File: config.mk
export PLATFORM = sky130hd
export DESIGN_NAME = pidit_cell
export DESIGN_NICKNAME = d
export VERILOG_FILES = /design/src/rtl/pidit_pkg.sv /design/src/rtl/pidit_cell.sv
export VERILOG_INCLUDE_DIRS = /design/src /design/src/rtl
export SDC_FILE = /design/constraint.sdc
export NUM_CORES = 1
export LEC_CHECK = 0
export BUFFER_PORTS_ARGS = -buffer_cell sky130_fd_sc_hd__clkbuf_2
export CAP_MARGIN = 25
export CORE_UTILIZATION = 40
export CTS_CLUSTER_SIZE = 10
export DETAILED_ROUTE_END_ITERATION = 8
export PLACE_DENSITY_LB_ADDON = 0.2
export SYNTH_ARGS = -nofsm -noshare
export SYNTH_HDL_FRONTEND = slang
export SYNTH_SLANG_ARGS = --single-unit
File: constraint.sdc
create_clock -name clk -period 10.74 [get_ports clk]
set_clock_uncertainty 0.05 [all_clocks]
set_input_delay 3.222 -clock clk [delete_from_list [all_inputs] [get_ports clk]]
set_output_delay 3.222 -clock clk [all_outputs]
set_load 0.005 [all_outputs]
File: src/rtl/pair_id_intern_table_unit_defines.svh
// ---------------------------------------------------------------------------
// pair_id_intern_table_unit assertion macros
// Shared concurrent assertion forms, clocked on the rising edge and held off
// while the asynchronous reset is asserted.
// ---------------------------------------------------------------------------
`ifndef PAIR_ID_INTERN_TABLE_UNIT_DEFINES_SVH
`define PAIR_ID_INTERN_TABLE_UNIT_DEFINES_SVH

// Check a property in every cycle outside reset.
`define PIDIT_ASSERT(lbl, clk, rst_n, prop, msg) \
	lbl: assert property (@(posedge clk) disable iff (!rst_n) (prop)) else $error(msg);

// Check that a condition in one cycle is followed by another in the next.
`define PIDIT_ASSERT_NEXT(lbl, clk, rst_n, ante, cons, msg) \
	lbl: assert property (@(posedge clk) disable iff (!rst_n) (ante) |=> (cons)) \
		else $error(msg);

`endif

File: src/rtl/pidit_pkg.sv
`timescale 1ns / 1ps
// ---------------------------------------------------------------------------
// pidit_pkg
// Request codes, field widths and the structs passed along the cell row.
// ---------------------------------------------------------------------------
package pidit_pkg;

	localparam int KIND_W = 3;
	localparam int NODE_W = 16;
	localparam int KEY_W  = 2 * NODE_W;
	localparam int RES_W  = 16;

	typedef enum logic [KIND_W-1:0] {
		KIND_CLEAR      = 3'd0,
		KIND_SEED_CONN  = 3'd1,
		KIND_SEED_NODE  = 3'd2,
		KIND_CONN_ID    = 3'd3,
		KIND_FRESH_NODE = 3'd4,
		KIND_SPLIT_ID   = 3'd5
	} kind_e;

	// Token walking the cell row
	typedef struct packed {
		logic live;
		logic done;
		logic hit;
	} tok_t;

	// Request context broadcast to every cell
	typedef struct packed {
		logic             clr;
		logic             split;
		logic             seed;
		logic [KEY_W-1:0] key;
	} bcast_t;

endpackage

File: src/rtl/pidit_cell.sv
`timescale 1ns / 1ps
// ---------------------------------------------------------------------------
// pidit_cell
// One entry of the connection table and one of the split table. Compares the
// broadcast key, writes the first free entry or a seed hit, passes the token.
// ---------------------------------------------------------------------------
`include "pair_id_intern_table_unit_defines.svh"

module pidit_cell #(
	parameter int ID_BITS = 16
) (
	input  logic                  clk,
	input  logic                  arst_n,
	input  pidit_pkg::bcast_t     bc,
	input  logic [ID_BITS-1:0]    wr_id,
	input  pidit_pkg::tok_t       tin,
	input  logic [ID_BITS-1:0]    tin_id,
	output pidit_pkg::tok_t       tout,
	output logic [ID_BITS-1:0]    tout_id
);
	import pidit_pkg::*;

	logic [KEY_W-1:0]   conn_key_q;
	logic [KEY_W-1:0]   split_key_q;
	logic [ID_BITS-1:0] conn_id_q;
	logic [ID_BITS-1:0] split_id_q;
	logic               conn_v_q;
	logic               split_v_q;
	tok_t               tok_q;
	logic [ID_BITS-1:0] tok_id_q;

	logic               ent_v;
	logic               ent_hit;
	logic [ID_BITS-1:0] ent_id;
	logic               probe;
	logic               do_ins;
	logic               do_ovw;

	assign ent_v   = bc.split ? split_v_q : conn_v_q;
	assign ent_hit = ent_v && ((bc.split ? split_key_q : conn_key_q) == bc.key);
	assign ent_id  = bc.split ? split_id_q : conn_id_q;
	assign probe   = tin.live && !tin.done;
	// Entries fill from the front, so the first free entry ends the search
	assign do_ins  = probe && !ent_v;
	assign do_ovw  = probe && ent_hit && bc.seed;

	always_ff @(posedge clk or negedge arst_n) begin
		if (!arst_n) begin
			conn_v_q  <= 1'b0;
			split_v_q <= 1'b0;
			tok_q     <= '0;
		end else begin
			if (bc.clr) begin
				conn_v_q  <= 1'b0;
				split_v_q <= 1'b0;
			end else if (do_ins) begin
				if (bc.split) begin
					split_v_q <= 1'b1;
				end else begin
					conn_v_q <= 1'b1;
				end
			end
			tok_q.live <= tin.live;
			tok_q.done <= tin.done || (probe && (ent_hit || !ent_v));
			tok_q.hit  <= tin.hit || (probe && ent_hit);
		end
	end

	always_ff @(posedge clk) begin
		if (do_ins || do_ovw) begin
			if (bc.split) begin
				split_key_q <= bc.key;
				split_id_q  <= wr_id;
			end else begin
				conn_key_q <= bc.key;
				conn_id_q  <= wr_id;
			end
		end
		tok_id_q <= (probe && ent_hit) ? ent_id : tin_id;
	end

	assign tout    = tok_q;
	assign tout_id = tok_id_q;

	`PIDIT_ASSERT_NEXT(a_done_sticky, clk, arst_n, tin.live && tin.done, tout.live && tout.done, "resolved token lost its result")
	`PIDIT_ASSERT_NEXT(a_hit_sticky, clk, arst_n, tin.live && tin.hit, tout.hit && tout.done, "hit flag dropped along the row")
	`PIDIT_ASSERT_NEXT(a_conn_insert, clk, arst_n, do_ins && !bc.split && !bc.clr, conn_v_q, "connection insert did not mark entry valid")

endmodule

Word-level counts from Yosys, hierarchy flattened. Index checks and enable logic that the tools add are counted.

Input port bits: 72. Register bits after elaboration: 117. Output and inout port bits: 19. Word-level logic and storage cells: 41.

Equality and inequality tests: 2. Muxes and demuxes: 10. Bitwise logic cells: 1. Reduce and logical (&&, ||, !) cells: 18.

Operator list (count): 32-bit == test (1); 16-bit two-way mux (2); 32-bit two-way mux (1); 2-bit AND reduction (4); 1-bit two-way mux (7); 1-bit logical AND (6); 1-bit logical OR (4); 2-bit nonzero test (2); 1-bit zero test (2); 2-bit by 1-bit != test with 1-bit output, second input constant (1); 1-bit NOT (1).

Logic depth before layout (Yosys ltp).
Depth in word-level cells: 7. Mapped depth: 9. Gate-level depth less buffers: 6.

Worst setup path before layout. Ideal clock, no wire load.

Path type: input to register. Start point: input bc[33] (netlist name). End point: register split_id_q[0], enable pin. Data arrival time: 7.125 ns. Data required time: 10.221 ns. Cell stages on the path: 8. Setup time: 0.469 ns. Setup slack: 3.095 ns. Path buffers: 2. Cells stage by stage: buf_6 -> buf_8 -> mux2i_1 -> xnor2_1 -> nor4_1 -> nand4_1 -> or4_1 -> a21oi_1.

Longest elaborated chain between the ends: 7. Elaborated cells on any way between the ends: 10. Those cells by class: 1 x eq/ne; 2 x mux; 7 x reduce/logical.

Ends and longest elaborated chain: from (decl) (line pidit_cell.sv:14) `input pidit_pkg::bcast_t bc,`; 32-bit two-way mux (line pidit_cell.sv:40) `assign ent_hit = ent_v && ((bc.split ? split_key_q : conn_key_q) == bc.key);`; 32-bit == test (line pidit_cell.sv:40); 1-bit logical AND (line pidit_cell.sv:40); 1-bit logical AND (2 in series) (line pidit_cell.sv:45) `assign do_ovw = probe && ent_hit && bc.seed;`; 1-bit logical OR (line pidit_cell.sv:70) `if (do_ins || do_ovw) begin`; 2-bit AND reduction (no line) *; to (signal assigned) (line pidit_cell.sv:73) `split_id_q <= wr_id;`; to (decl) (line pidit_cell.sv:26) `logic [ID_BITS-1:0] split_id_q;`.

Every way passes the cells marked *; elsewhere a longest branch is shown, timed or not. A chain may end at the register's enable or synchronous reset.

Worst setup path in the final report.
Start point: input bc[33] (netlist name). End point: register split_id_q[2], enable pin.

The elaborated chain is that of the path after synthesis.

==> results by group <==
Pwr
  • Combinational share of power: 6.0%
  • Int Pwr: 0.0008849 W
  • Clock share of power: 47.8%
  • Sw power: 0.0002241 W
  • Sw Share: 20.21%
  • VDD IR max: 0.1103 mV
  • P per Cell Area: 193.2 nW/µm²
  • Sequential Power Share: 46.2%
  • Leakage: 2.211 nW

Yosys
  • Sequential element share of the synthesized area: 72.92%
  • Synth Cell Area: 4564 µm²
  • Synth cell count leaders: 96 x edfxtp_1, 33 x mux2i_1, 31 x xnor2_1
  • Post-synth top area cell: edfxtp_1
  • Most numerous cell in the Yosys netlist: edfxtp_1
  • Post-Syn Instances: 247
  • Synth top area share: 63.16%
  • Post-Syn Nets: 319
  • Most used flip-flop cell after synthesis: edfxtp_1
  • Synth top area cells: edfxtp_1 63%, mux2i_1 7.2%, dfxtp_1 7.0%
  • Synth unique cells: 28
  • Post-synth EDFFs: 96
  • Register bit total from synthesis: 117
  • Syn Area/Cell: 18.48 µm²
  • FFs w/ async S/R, synth: 4.274%
  • Ys Warns: 0

Drt
  • Routed WL per cell: 15.74 µm
  • Wl on met1: 3576 µm
  • 1st-iter DRT viols: 94
  • Vias/cell: 4.741
  • # DRC: 0
  • Uppermost routed layer: met4
  • Drt first pass iters: 4
  • Met2 WL: 3897 µm
  • WL final: 7965 µm
  • DR vias: 2399
  • Met3 WL: 347 µm
  • Final antenna-violating net count: 0

Cells and area
  • Area delta synth->final: 25.80%
  • Antenna diodes: 0
  • NumNets Final: 425
  • Reg area: 3328 µm²
  • Post-layout util: 52.28%
  • Multi-input logic area: 1190 µm²
  • Filler cells: 929
  • Fraction of layout cells with a size suffix above 1: 44.26%
  • Final instance area: 5742 µm²

Critical path
  • WS Path Type: in2reg
  • CP max stage delay: 680 ps
  • Startpoint Class: primary input
  • Critical Path AT: 6840 ps
  • Critical Path Fanout Max: 52
  • Crit path cell chain: buf_2, buf_4, mux2i_1, xnor2_1, nor4_1, nand4_1, or4_1, a21oi_4, buf_4
  • CP Data Required Time: 10750 ps
  • Buffers & Inverters on Critical Path: 3
  • Crit path capture type: flop
  • Delay-heaviest family, CP: simple AND/OR/NAND/NOR gates
  • CP max stage cell: a21oi_4
  • Cell repeated most along the worst path: buf_4

Min path
  • Min-delay worst type: reg2reg

GRT
  • Antenna violations before repair: 0
  • Gr ovfl total: 0
  • Vias in the first global route: 2376
  • Largest net degree at the start of global routing: 53
  • First-pass GRT wire length: 12250 µm
  • All-Layer GR Usage: 14.79%

Floorplan
  • # IOs: 91
  • Height of the die: 108.8 µm
  • Die ar.: 11840 µm²
  • Std-Cell Rows: 38
  • Starting Density: 41.56%
  • CORE AREA: 10980 µm²
  • Die Span X: 108.8 µm

Placed design
  • DP Worst Slack: 3427 ps
  • Dpl cell area: 5181 µm²
  • Routability congestion estimate: 0.6784
  • I/O Buffers: 90
  • Detailed Place HPWL: 5188 µm

Timing
  • # setup viols final: 0
  • Slew headroom: 44.29%
  • Hold_ws: 455.7 ps
  • Final period util: 63.59%
  • Tmin final: 6829 ps
  • FMAX: 146.4 MHz
  • Slew Limit Fails: 0
  • Setup TNS: 0 ps
  • Final Hold Viols: 0
  • Worst Max-Slew Pin Slew: 835.6 ps
  • Unrepaired setup endpoints after global routing: false
  • Final worst setup slack: 3911 ps

Clocking
  • CTS tree: yes
  • Clock latency on the worst-skew pair: 410 ps
  • Num CTS Buffers: 17
  • CTS max path bufs: 2
  • H-tree Lvls: 4
  • Clock-pin slew of the registers on the worst-case setup and hold paths: 50 ps
  • CTS hold repair buffers: 0
  • Root Buffer: clkbuf_16
  • Setup bufs post-CTS: 0
  • Clk sinks: 117
  • Post-CTS Resized: 0

Job
  • MaxCap Viol Count: 0

Run status
  • Status: finished clean
[path summary, 6_finish.rpt]
check | start | endpoint | slack (ps) | cells past startpoint
hold / removal | split_v_q | split_v_q | 460 | 2
setup reg to reg | split_key_q[19] | split_id_q[2] | 7240 | 7
setup / recovery | bc[33] | split_id_q[2] | 3910 | 9
hold reg to reg | split_v_q | split_v_q | 460 | 2
max in group asynchronous | arst_n | tout[2] | 7910 | 1
min in group asynchronous | arst_n | tout[0] | 2580 | 1
[registers in the layout (all words and copies together), names as in the netlist]
signal       flops
conn_id_q       16
split_id_q      16
conn_v_q         1
tout_id         16
split_key_q     32
split_v_q        1
conn_key_q      32
tout             3
[power by group through the flow]
stage	registers, W	logic (W)	clock network, W
detailed placement	0.000521	0.0000677	0
CTS	0.000512	0.0000680	0.000543
finish	0.000512	0.0000662	0.000531
global placement	0.000521	0.0000663	0
global route	0.000513	0.0000728	0.000564
floorplan	0.000522	0.0000366	0
[cells by family after synthesis]
kind of cell / after synthesis / share of synthesized area [%]
and+or+nand+nor: 20 / 3.125
buffers and inverters: 9 / 1.507
muxes: 65 / 15.87
DFF: 117 / 72.92
AOI/OAI and AO/OA: 4 / 0.4386
xor gates and xnor gates: 32 / 6.140
[metrics by stage]
| stage | instances | total power (W) |
|---|---|---|
| floorplan | 247 | 0.0005587 |
| global placement | 474 | 0.0005870 |
| global route | 506 | 0.001150 |
| CTS | 506 | 0.001123 |
| detailed placement | 474 | 0.0005889 |
| finish | 506 | 0.001109 |
[worst min-delay path, delay by kind of cell, from the launching register on]
kind / cells / cell delay (ps)
compound gates: 1 / 50
flops: 1 / 340
simple gates: 1 / 80
[final cells by class]
| type | instances | share of cell area (%) |
|---|---|---|
| Tap cell | 140 | 3.051 |
| Multi-Input combinational cell | 121 | 20.72 |
| Inverter | 2 | 0.1307 |
| Sequential cell | 117 | 57.96 |
| Clock inverter | 11 | 1.918 |
| Clock buffer | 21 | 7.845 |
| Timing Repair Buffer | 94 | 8.368 |
[metal layers]
metal | up-vias | GRT usage, %
met2 | 59 | 23.55
li1 | 1151 | -
met5 | - | 0
met4 | 0 | 8.398
met3 | 13 | 4.662
met1 | 1176 | 17.73
[cells in the final DEF, fill, tap and decap left out, types with 2 or more instances in the layout]
master,n
buf_4,4
clkinvlp_4,2
clkbuf_16,17
nor4_1,6
xnor2_1,31
mux2i_1,33
inv_1,2
mux2_2,23
a21oi_4,2
dfrtp_1,5
clkbuf_1,3
a21oi_1,2
nor3_1,2
bufinv_16,2
clkbuf_2,89
edfxtp_1,96
mux2_4,9
clkinv_2,7
dfxtp_1,16
nor2_1,2
Power figures use the tool's default switching activity.
