## config.mk

```make
export PLATFORM = sky130hd
export DESIGN_NAME = pidit_ctrl_flat
export DESIGN_NICKNAME = d
export VERILOG_FILES = /design/src/rtl/pidit_pkg.sv /design/src/rtl/pidit_if.sv /design/src/rtl/pidit_ctrl.sv /design/src/flat_wrapper.sv
export VERILOG_INCLUDE_DIRS = /design/src /design/src/rtl
export SDC_FILE = /design/constraint.sdc
export NUM_CORES = 1
export LEC_CHECK = 0
export CAP_MARGIN = 30
export CORE_MARGIN = 2
export CORE_UTILIZATION = 61
export DETAILED_ROUTE_END_ITERATION = 16
export DONT_BUFFER_PORTS = 1
export GPL_TIMING_DRIVEN = 1
export PLACE_DENSITY = 0.79
export SLEW_MARGIN = 20
export SYNTH_ARGS = -nofsm -noshare
export SYNTH_HDL_FRONTEND = slang
export SYNTH_SLANG_ARGS = --single-unit
```

## constraint.sdc

```tcl
create_clock -name clk -period 3.3 [get_ports clk]
set_clock_uncertainty 0.05 [all_clocks]
set_input_delay 0.33 -clock clk [delete_from_list [all_inputs] [get_ports clk]]
set_output_delay 0.33 -clock clk [all_outputs]
set_load 0.02 [all_outputs]
```

## src/rtl/pair_id_intern_table_unit_defines.svh

```systemverilog
// ---------------------------------------------------------------------------
// pair_id_intern_table_unit assertion macros
// Shared concurrent assertion forms, clocked on the rising edge and held off
// while the asynchronous reset is asserted.
// ---------------------------------------------------------------------------
`ifndef PAIR_ID_INTERN_TABLE_UNIT_DEFINES_SVH
`define PAIR_ID_INTERN_TABLE_UNIT_DEFINES_SVH

// Check a property in every cycle outside reset.
`define PIDIT_ASSERT(lbl, clk, rst_n, prop, msg) \
	lbl: assert property (@(posedge clk) disable iff (!rst_n) (prop)) else $error(msg);

// Check that a condition in one cycle is followed by another in the next.
`define PIDIT_ASSERT_NEXT(lbl, clk, rst_n, ante, cons, msg) \
	lbl: assert property (@(posedge clk) disable iff (!rst_n) (ante) |=> (cons)) \
		else $error(msg);

`endif

```

## src/rtl/pidit_pkg.sv

```systemverilog
`timescale 1ns / 1ps
// ---------------------------------------------------------------------------
// pidit_pkg
// Request codes, field widths and the structs passed along the cell row.
// ---------------------------------------------------------------------------
package pidit_pkg;

	localparam int KIND_W = 3;
	localparam int NODE_W = 16;
	localparam int KEY_W  = 2 * NODE_W;
	localparam int RES_W  = 16;

	typedef enum logic [KIND_W-1:0] {
		KIND_CLEAR      = 3'd0,
		KIND_SEED_CONN  = 3'd1,
		KIND_SEED_NODE  = 3'd2,
		KIND_CONN_ID    = 3'd3,
		KIND_FRESH_NODE = 3'd4,
		KIND_SPLIT_ID   = 3'd5
	} kind_e;

	// Token walking the cell row
	typedef struct packed {
		logic live;
		logic done;
		logic hit;
	} tok_t;

	// Request context broadcast to every cell
	typedef struct packed {
		logic             clr;
		logic             split;
		logic             seed;
		logic [KEY_W-1:0] key;
	} bcast_t;

endpackage

```

## src/rtl/pidit_if.sv

```systemverilog
`timescale 1ns / 1ps
// ---------------------------------------------------------------------------
// pidit_if
// Valid/ready channels for requests and results of the pair intern table.
// ---------------------------------------------------------------------------
interface pidit_req_if;
	import pidit_pkg::*;

	logic              valid;
	logic              ready;
	logic [KIND_W-1:0] kind;
	logic [NODE_W-1:0] from_node;
	logic [NODE_W-1:0] to_node;
	logic [NODE_W-1:0] given_id;

	modport source (output valid, kind, from_node, to_node, given_id, input ready);
	modport sink (input valid, kind, from_node, to_node, given_id, output ready);
endinterface

interface pidit_rsp_if;
	import pidit_pkg::*;

	logic             valid;
	logic             ready;
	logic [RES_W-1:0] result_id;
	logic             was_found;
	logic             table_full;
	logic             counter_overflow;

	modport source (output valid, result_id, was_found, table_full, counter_overflow,
		input ready);
	modport sink (input valid, result_id, was_found, table_full, counter_overflow,
		output ready);
endinterface

```

## src/rtl/pidit_ctrl.sv

```systemverilog
`timescale 1ns / 1ps
// ---------------------------------------------------------------------------
// pidit_ctrl
// Request sequencer: holds both counters, launches the search token, and
// forms each result, for table searches from the token leaving the row.
// ---------------------------------------------------------------------------
`include "pair_id_intern_table_unit_defines.svh"

module pidit_ctrl #(
	parameter int ID_BITS = 16
) (
	input  logic               clk,
	input  logic               arst_n,
	pidit_req_if.sink          req,
	pidit_rsp_if.source        rsp,
	output pidit_pkg::bcast_t  bc,
	output logic [ID_BITS-1:0] wr_id,
	output pidit_pkg::tok_t    launch,
	input  pidit_pkg::tok_t    tail,
	input  logic [ID_BITS-1:0] tail_id
);
	import pidit_pkg::*;

	typedef enum logic [1:0] {
		ST_IDLE,
		ST_SCAN,
		ST_FINISH
	} state_t;

	localparam logic [ID_BITS-1:0] ID_MAX = '1;

	state_t             state_q;
	logic [KIND_W-1:0]  kind_q;
	logic [KEY_W-1:0]   key_q;
	logic [ID_BITS-1:0] g_q;
	logic [ID_BITS-1:0] wr_id_q;
	logic               split_q;
	logic               seed_q;
	logic               clr_q;
	logic               launch_q;
	logic [ID_BITS-1:0] conn_ctr_q;
	logic [ID_BITS-1:0] node_ctr_q;
	logic               tail_hit_q;
	logic               tail_done_q;
	logic [ID_BITS-1:0] tail_id_q;
	logic               out_v_q;
	logic [ID_BITS-1:0] out_id_q;
	logic               out_found_q;
	logic               out_full_q;
	logic               out_ovf_q;

	logic [31:0]        given_w;
	logic [ID_BITS-1:0] g_sat;
	logic               out_free;
	logic               take;
	logic               is_tab;
	logic               emit;
	logic [ID_BITS-1:0] res;
	logic               found;
	logic               full;
	logic               ovf;
	logic [ID_BITS-1:0] nxt_conn;
	logic [ID_BITS-1:0] nxt_node;

	assign given_w  = {16'b0, req.given_id};
	assign g_sat    = (given_w > 32'(ID_MAX)) ? ID_MAX : ID_BITS'(given_w);
	assign out_free = !out_v_q || rsp.ready;
	assign req.ready = (state_q == ST_IDLE) && out_free;
	assign take     = req.valid && req.ready;
	assign is_tab   = req.kind inside {KIND_SEED_CONN, KIND_CONN_ID, KIND_SPLIT_ID};

	always_comb begin
		nxt_conn = conn_ctr_q;
		nxt_node = node_ctr_q;
		res      = '0;
		found    = 1'b0;
		full     = 1'b0;
		ovf      = 1'b0;
		emit     = 1'b0;
		if (take && !is_tab) begin
			emit = 1'b1;
			case (req.kind)
				KIND_CLEAR: begin
					nxt_conn = '0;
					nxt_node = '0;
				end
				KIND_SEED_NODE: begin
					if (g_sat >= node_ctr_q) begin
						if (g_sat == ID_MAX) begin
							nxt_node = ID_MAX;
							ovf      = 1'b1;
						end else begin
							nxt_node = g_sat + 1'b1;
						end
					end
				end
				KIND_FRESH_NODE: begin
					res = node_ctr_q;
					if (node_ctr_q == ID_MAX) begin
						ovf = 1'b1;
					end else begin
						nxt_node = node_ctr_q + 1'b1;
					end
				end
				default: ;
			endcase
		end else if (state_q == ST_FINISH && out_free) begin
			emit  = 1'b1;
			found = tail_hit_q;
			case (kind_q)
				KIND_SEED_CONN: begin
					full = !tail_done_q;
					if (g_q >= conn_ctr_q) begin
						if (g_q == ID_MAX) begin
							nxt_conn = ID_MAX;
							ovf      = 1'b1;
						end else begin
							nxt_conn = g_q + 1'b1;
						end
					end
				end
				KIND_CONN_ID: begin
					if (tail_hit_q) begin
						res = tail_id_q;
					end else begin
						res  = conn_ctr_q;
						full = !tail_done_q;
						if (conn_ctr_q == ID_MAX) begin
							ovf = 1'b1;
						end else begin
							nxt_conn = conn_ctr_q + 1'b1;
						end
					end
				end
				KIND_SPLIT_ID: begin
					if (tail_hit_q) begin
						res = tail_id_q;
					end else begin
						res  = node_ctr_q;
						full = !tail_done_q;
						if (node_ctr_q == ID_MAX) begin
							ovf = 1'b1;
						end else begin
							nxt_node = node_ctr_q + 1'b1;
						end
					end
				end
				default: ;
			endcase
		end
	end

	always_ff @(posedge clk or negedge arst_n) begin
		if (!arst_n) begin
			state_q     <= ST_IDLE;
			kind_q      <= '0;
			key_q       <= '0;
			g_q         <= '0;
			wr_id_q     <= '0;
			split_q     <= 1'b0;
			seed_q      <= 1'b0;
			clr_q       <= 1'b0;
			launch_q    <= 1'b0;
			conn_ctr_q  <= '0;
			node_ctr_q  <= '0;
			tail_hit_q  <= 1'b0;
			tail_done_q <= 1'b0;
			tail_id_q   <= '0;
			out_v_q     <= 1'b0;
			out_id_q    <= '0;
			out_found_q <= 1'b0;
			out_full_q  <= 1'b0;
			out_ovf_q   <= 1'b0;
		end else begin
			clr_q    <= 1'b0;
			launch_q <= 1'b0;
			case (state_q)
				ST_IDLE: begin
					if (take) begin
						kind_q   <= req.kind;
						key_q    <= {req.from_node, req.to_node};
						g_q      <= g_sat;
						split_q  <= (req.kind == KIND_SPLIT_ID);
						seed_q   <= (req.kind == KIND_SEED_CONN);
						clr_q    <= (req.kind == KIND_CLEAR);
						launch_q <= is_tab;
						// A miss stores the value the counter would issue now; seeds store the given id
						if (req.kind == KIND_SEED_CONN) begin
							wr_id_q <= g_sat;
						end else if (req.kind == KIND_SPLIT_ID) begin
							wr_id_q <= node_ctr_q;
						end else begin
							wr_id_q <= conn_ctr_q;
						end
						if (is_tab) begin
							state_q <= ST_SCAN;
						end
					end
				end
				ST_SCAN: begin
					if (tail.live) begin
						tail_hit_q  <= tail.hit;
						tail_done_q <= tail.done;
						tail_id_q   <= tail_id;
						state_q     <= ST_FINISH;
					end
				end
				ST_FINISH: begin
					if (out_free) begin
						state_q <= ST_IDLE;
					end
				end
				default: state_q <= ST_IDLE;
			endcase
			conn_ctr_q <= nxt_conn;
			node_ctr_q <= nxt_node;
			if (emit) begin
				out_v_q     <= 1'b1;
				out_id_q    <= res;
				out_found_q <= found;
				out_full_q  <= full;
				out_ovf_q   <= ovf;
			end else if (rsp.ready) begin
				out_v_q <= 1'b0;
			end
		end
	end

	assign bc     = '{clr: clr_q, split: split_q, seed: seed_q, key: key_q};
	assign wr_id  = wr_id_q;
	assign launch = '{live: launch_q, done: 1'b0, hit: 1'b0};

	assign rsp.valid            = out_v_q;
	assign rsp.result_id        = RES_W'(out_id_q);
	assign rsp.was_found        = out_found_q;
	assign rsp.table_full       = out_full_q;
	assign rsp.counter_overflow = out_ovf_q;

	`PIDIT_ASSERT(a_tail_in_scan, clk, arst_n, !tail.live || state_q == ST_SCAN, "token left the row outside a search")
	`PIDIT_ASSERT_NEXT(a_launch_single, clk, arst_n, launch_q, !launch_q, "search token launched twice")
	`PIDIT_ASSERT_NEXT(a_finish_emits, clk, arst_n, state_q == ST_FINISH && out_free, out_v_q && state_q == ST_IDLE, "finished search gave no result")

endmodule

```

## src/flat_wrapper.sv

```systemverilog
// flat-port wrapper written by rule: the top's interface ports become plain ports
module pidit_ctrl_flat import pidit_pkg::*;
#(
	parameter int ID_BITS = 16
)
  (clk, arst_n, bc, wr_id, launch, tail, tail_id, req_valid, req_kind, req_from_node, req_to_node, req_given_id, req_ready, rsp_valid, rsp_result_id, rsp_was_found, rsp_table_full, rsp_counter_overflow, rsp_ready);
  pidit_req_if req_i ();
  pidit_rsp_if rsp_i ();
  input  logic clk;
  input  logic arst_n;
  output pidit_pkg::bcast_t bc;
  output logic [ID_BITS-1:0] wr_id;
  output pidit_pkg::tok_t launch;
  input  pidit_pkg::tok_t tail;
  input  logic [ID_BITS-1:0] tail_id;
  input wire logic [$bits(req_i.valid)-1:0] req_valid;
  input wire logic [$bits(req_i.kind)-1:0] req_kind;
  input wire logic [$bits(req_i.from_node)-1:0] req_from_node;
  input wire logic [$bits(req_i.to_node)-1:0] req_to_node;
  input wire logic [$bits(req_i.given_id)-1:0] req_given_id;
  output wire logic [$bits(req_i.ready)-1:0] req_ready;
  output wire logic [$bits(rsp_i.valid)-1:0] rsp_valid;
  output wire logic [$bits(rsp_i.result_id)-1:0] rsp_result_id;
  output wire logic [$bits(rsp_i.was_found)-1:0] rsp_was_found;
  output wire logic [$bits(rsp_i.table_full)-1:0] rsp_table_full;
  output wire logic [$bits(rsp_i.counter_overflow)-1:0] rsp_counter_overflow;
  input wire logic [$bits(rsp_i.ready)-1:0] rsp_ready;
  assign req_i.valid = req_valid;
  assign req_i.kind = req_kind;
  assign req_i.from_node = req_from_node;
  assign req_i.to_node = req_to_node;
  assign req_i.given_id = req_given_id;
  assign req_ready = req_i.ready;
  assign rsp_valid = rsp_i.valid;
  assign rsp_result_id = rsp_i.result_id;
  assign rsp_was_found = rsp_i.was_found;
  assign rsp_table_full = rsp_i.table_full;
  assign rsp_counter_overflow = rsp_i.counter_overflow;
  assign rsp_i.ready = rsp_ready;
  pidit_ctrl #(.ID_BITS(ID_BITS)) u_core (.clk(clk), .arst_n(arst_n), .req(req_i), .rsp(rsp_i), .bc(bc), .wr_id(wr_id), .launch(launch), .tail(tail), .tail_id(tail_id));
endmodule
```

# After elaboration in Yosys (flattened, before gate mapping)
# Cells that the tools add are included.
word_totals:
  register_bits: 143
  out_inout_bits: 75
  word_cells: 128
op_classes:
  addsub: 4
  order_cmp: 3
  eq_ne: 25
  n_mux: 56
  reduce_logical: 21
ops:
  columns: ["cell", "n"]
  rows:
  - ["$mux 16", 22]
  - ["$add 16x1->16 const B", 4]
  - ["$eq 16x16->1 const B", 4]
  - ["$pmux 16 s2", 2]
  - ["$pmux 16 s3", 1]
  - ["$ge 16x16->1", 2]
  - ["$mux 1", 23]
  - ["$gt 16x16->1 const B", 1]
  - ["$eq 3x2->1 const B", 3]
  - ["$eq 3x3->1 const B", 3]
  - ["$mux 2", 4]
  - ["$eq 3x1->1 const B", 2]
  - ["$ne 2x1->1 const B", 3]
  - ["$ne 2x2->1 const B", 3]
  - ["$ne 3x3->1 const B", 2]
  - ["$pmux 2 s3", 1]
  - ["$reduce_and 6->1", 1]
  - ["$reduce_bool 2->1", 3]
  - ["$reduce_bool 3->1", 2]
  - ["$reduce_and 5->1", 1]
  - ["$logic_and 1x1->1", 4]
  - ["$ne 4x4->1 const B", 1]
  - ["$pmux 1 s2", 2]
  - ["$reduce_and 2->1", 2]
  - ["11 further kinds", 13]

# Depth between registers and ports, before layout
logic_depth:
  word_depth: 7
  depth_mapped: 12

# Least setup slack after synthesis
# No wires, ideal clock.
synth_path:
  path_type: "register to register"
  start: "reg u_core.node_ctr_q[9]"
  end: "reg u_core.node_ctr_q[0]"
  setup_ps: 121
  arrival_ps: 2325
  required_time_ps: 3129
  path_slack_ps: 804
  path_stages_with_launch: 12
  n_path_buf: 3
  synth_period_minus_slack_ps: 2496
  cell_sequence: "dfrtp_1 clkbuf_1 inv_1 ha_1 a21oi_1 o21ai_0 a2111oi_0 o21ai_0 and3_1 buf_2 clkbuf_1 a22o_1"
synth_between:
  elab_chain_cells: 6
synth_rtl:
  columns: ["element", "line", "text"]
  rows:
  - ["start, declared", "pidit_ctrl.sv:42", "logic [ID_BITS-1:0] node_ctr_q;"]
  - ["start signal, assigned", "pidit_ctrl.sv:216", "node_ctr_q <= nxt_node;"]
  - ["parallel branches: the longest is 6 deep, another holds $ge 16x16->1", null, null]
# Parallel ways; which one is timed is not known. The select of a mux whose other input is x is not followed.
# A chain may end at the register's enable or synchronous reset.

# Worst setup path in the final report
layout_path:
  start: "reg u_core.node_ctr_q[13]"
  end: "reg u_core.node_ctr_q[0]"
# The elaborated chain is that of the path after synthesis.

==> metrics <==
Final Max Tran Viols 0; reg2reg setup slack ~0.37 ns; fin cells roughly 1200; R2R cell count 8; Max-Cap Viols 0; clock root cell clkbuf_16; drc violations 0; syn_area_per_cell 8.550 µm²; crit path cell chain inv_1, ha_1, and4_1, nand3_1, o21ai_0, and3_1, o21ai_0, a22o_1; I/O pins 149; fmax 341.3 MHz; CTS tree yes; Final period util 0.8879; fin crit period 2.930 ns; Avg WL per Cell roughly 22 µm; Net Sw Power 3.355 mW; area occupied by multi-input gates about 4500 µm²; number of DRC markers in iteration 0 919; clock tree sinks around 140; Crit Path Max Fanout 18; largest family of logic cells by synthesized area simple AND/OR/NAND/NOR gates; outcome finished, violations left; XOR/XNOR Fraction of Synth Area 0.02466; power density cells 802.6 nW/µm²; count of input and output buffers 0; # setup viols final 0; adder-cell share of the synthesized area 0.05401; register clock-pin slew on the reported worst setup and hold paths 0.07 ns; post-synthesis instance total 997; cell repeated most along the worst path o21ai_0; Slew HR 0.3864; failing checks hold timing; RSZ-0062 raised after global routing no; final hold vios 143; Sw Share 0.4240; register area share after synthesis 0.4198; die width 122.2 µm; crit end category register; gr ovfl total 0; post-DP HPWL approximately 18 mm; Inst Count DP 1131; Routability Congestion 0.9528; total CTS buffers 17; Synth Register Bits 143; number of synthesized flops with an enable pin 0; worst endpoint required time 3.57 ns; vias per inst approximately 6.5; total wire length 26.43 mm; Power Internal 4.558 mW; pin count of the biggest net entering global routing 144; asr flop ratio synth 1.000; Crit Path Category register to register; Max Root-Sink Buffers 2; Setup TNS Final 0 ns; total track usage 0.3593; clock share of power 0.250; post-synthesis mux area share 0.05079; antenna cells 0; Cell Rows 43; share of layout cells above drive strength 1 0.07729; drt first pass iters 9; Most used DFF post-synth dfrtp_1; Sequential Power Share 0.460; Area Growth Syn to Fin 15.66%; Worst-Margin Slew 0.9176 ns; Fillers 1023; Max stage delay cell, worst path dfrtp_1; die footprint 14940 µm²; Hold Crit Class primary input to asynchronous set/reset pin; Placeable Area 13770 µm²; Comb pwr share 0.290; Initial Util 0.6189; Synth Area in Compound Gates 0.1976; Synth warnings 0; Crit path depth 8; via count ~8000; Antenna Nets Post-Route 0; Worst VDD drop 0.4385 mV; Setup crit start u_core.node_ctr_q[13]$_DFFE_PN0P_; first-pass GRT wire length 40.72 mm; FF/Latch Area between 3000 and 4000 µm²; cell leakage power 4.427 nW; worst hold slack -0.4615 ns; Setup crit start kind register; synthesized cell area ~8500 µm²; antenna violations before repair 0; simple-gate portion of the synthesized area 0.2002; kind of cell adding the most delay to the critical path simple AND/OR/NAND/NOR gates; Final #Nets 1145; Yosys cell types a little under 70; vias in the first global route between 7000 and 8000; Die Span Y 122.2 µm; Worst-Skew Late Latency approximately 0.43 ns; crit path DAT 3.20 ns; slowest stage delay, CP 0.63 ns; H-tree depth 4; FF-to-FF Start u_core.node_ctr_q[13]$_DFFE_PN0P_; Buf/Inv on CP 1
## layer usage
metal | global-route usage | vias to the layer above | wire length (µm)
li1 | - | 3596 | -
met1 | 0.4948 | 3756 | 10430
met2 | 0.5257 | 555 | 11530
met3 | 0.1143 | 108 | 3397
met4 | 0.1494 | 0 | 1075
met5 | 0 | - | 0
## kinds of logic (layout without fill, tap and decap cells)
logic type | Yosys count | after routing
XOR/XNOR | 24 | 24
AND/OR/NAND/NOR | 380 | 380
multiplexers | 41 | 41
buffers and inverters | 105 | 155
other | 1 | 2
adder cells (fa/ha/maj) | 37 | 37
AO/OA/AOI/OAI | 266 | 266
flip-flops | 143 | 143
## power by group through the flow
stage / combinational, mW / sequential, mW / clock [mW]
after CTS: 2.24 / 3.60 / 1.98
after global routing: 2.56 / 3.70 / 2.08
after global placement: 2.09 / 3.61 / 0
final: 2.29 / 3.64 / 1.98
after floorplan: 1.80 / 3.22 / 0
after detailed placement: 2.16 / 3.62 / 0
## stage by stage
stage,hold WS (ns),instance area (µm²),power [mW],setup slack [ns],util
2_1_floorplan,-0.01559,8528,5.023,0.8039,-
5_1_grt,-0.4757,9859,8.331,0.2339,0.7158
3_3_place_gp,-0.007763,8603,5.696,0.6121,0.6246
4_1_cts,-0.4664,9829,7.816,0.4855,0.7137
3_5_place_dp,-0.008065,8603,5.774,0.5741,0.6246
6_report,-0.4615,9859,7.913,0.3698,0.7158
## flip-flops by register name, summed over array words and instances, names as in the netlist
register,cells
u_core.key_q,32
u_core.conn_ctr_q,16
u_core.g_q,16
u_core.node_ctr_q,16
u_core.rsp.result_id,16
u_core.tail_id_q,16
u_core.wr_id,16
u_core.kind_q,3
u_core.state_q,2
u_core.clr_q,1
u_core.launch_q,1
u_core.rsp.counter_overflow,1
u_core.rsp.table_full,1
u_core.rsp.valid,1
u_core.rsp.was_found,1
u_core.seed_q,1
u_core.split_q,1
u_core.tail_done_q,1
u_core.tail_hit_q,1
## worst register-to-register path, stage by stage, from the launching register on
cell,delay (ns)
dfrtp_1,0.63
inv_1,0.12
ha_1,0.31
and4_1,0.24
nand3_1,0.11
o21ai_0,0.22
and3_1,0.61
o21ai_0,0.25
a22o_1,0.28
## cell type report
type / instances / area share
inverter: 41 / 0.01561
multi-input combinational: 750 / 0.4582
clock inverter: 13 / 0.01548
clock buffer: 19 / 0.04594
timing repair buffer: 82 / 0.07893
tap: 180 / 0.02284
sequential: 143 / 0.3629
## worst paths after layout
kind,to
setup / recovery,u_core.node_ctr_q[0]$_DFFE_PN0P_
hold / removal,u_core.conn_ctr_q[6]$_DFFE_PN0P_
setup reg to reg,u_core.node_ctr_q[0]$_DFFE_PN0P_
hold reg to reg,u_core.rsp.table_full$_DFFE_PN0P_
max in group asynchronous,u_core.g_q[14]$_DFFE_PN0P_
min in group clk,u_core.tail_id_q[11]$_DFFE_PN0P_
## cell usage in the layout (no fill, tap or decap), types with 7 or more instances in the layout
| cell type | Yosys | layout |
|---|---|---|
| ha_1 | 36 | 36 |
| nand4_1 | 10 | 10 |
| a31oi_1 | 8 | 8 |
| xnor2_1 | 16 | 16 |
| nand2_1 | 227 | 227 |
| a21oi_1 | 67 | 67 |
| a211oi_1 | 9 | 9 |
| mux2i_1 | 23 | 23 |
| a22o_1 | 13 | 13 |
| buf_4 | 7 | 17 |
| and4_1 | 8 | 8 |
| o21ai_0 | 85 | 85 |
| nand3_1 | 32 | 31 |
| and3_1 | 9 | 8 |
| xor2_1 | 8 | 8 |
| nor2_1 | 47 | 47 |
| a21o_1 | 7 | 7 |
| clkbuf_16 | 0 | 17 |
| inv_1 | 41 | 41 |
| mux2_2 | 18 | 18 |
| dfrtp_1 | 143 | 143 |
| nor3_1 | 19 | 19 |
| nand2b_1 | 8 | 8 |
| o22a_1 | 12 | 12 |
| dlygate4sd3_1 | 0 | 65 |
| a22oi_1 | 19 | 19 |
## cells in the mapped netlist, types with 10 or more instances
cell type,n,area share
o21ai_0,85,0.050
nor2_1,47,0.021
inv_1,41,0.018
mux2_2,18,0.024
a22o_1,13,0.013
a21oi_1,67,0.039
a22oi_1,19,0.017
ha_1,36,0.053
xnor2_1,16,0.016
o22a_1,12,0.012
dfrtp_1,143,0.42
nor3_1,19,0.011
nand2_1,227,0.10
clkbuf_1,44,0.019
mux2i_1,23,0.027
nand4_1,10,0.0073
nand3_1,32,0.019
## repair_timing
action                    CTS  global route
resized for setup           0             0
hold buffers               62             3
hold endpoints to repair  206           146
buffers inserted            0             0
No activity file was read; power rests on OpenSTA's default activity.
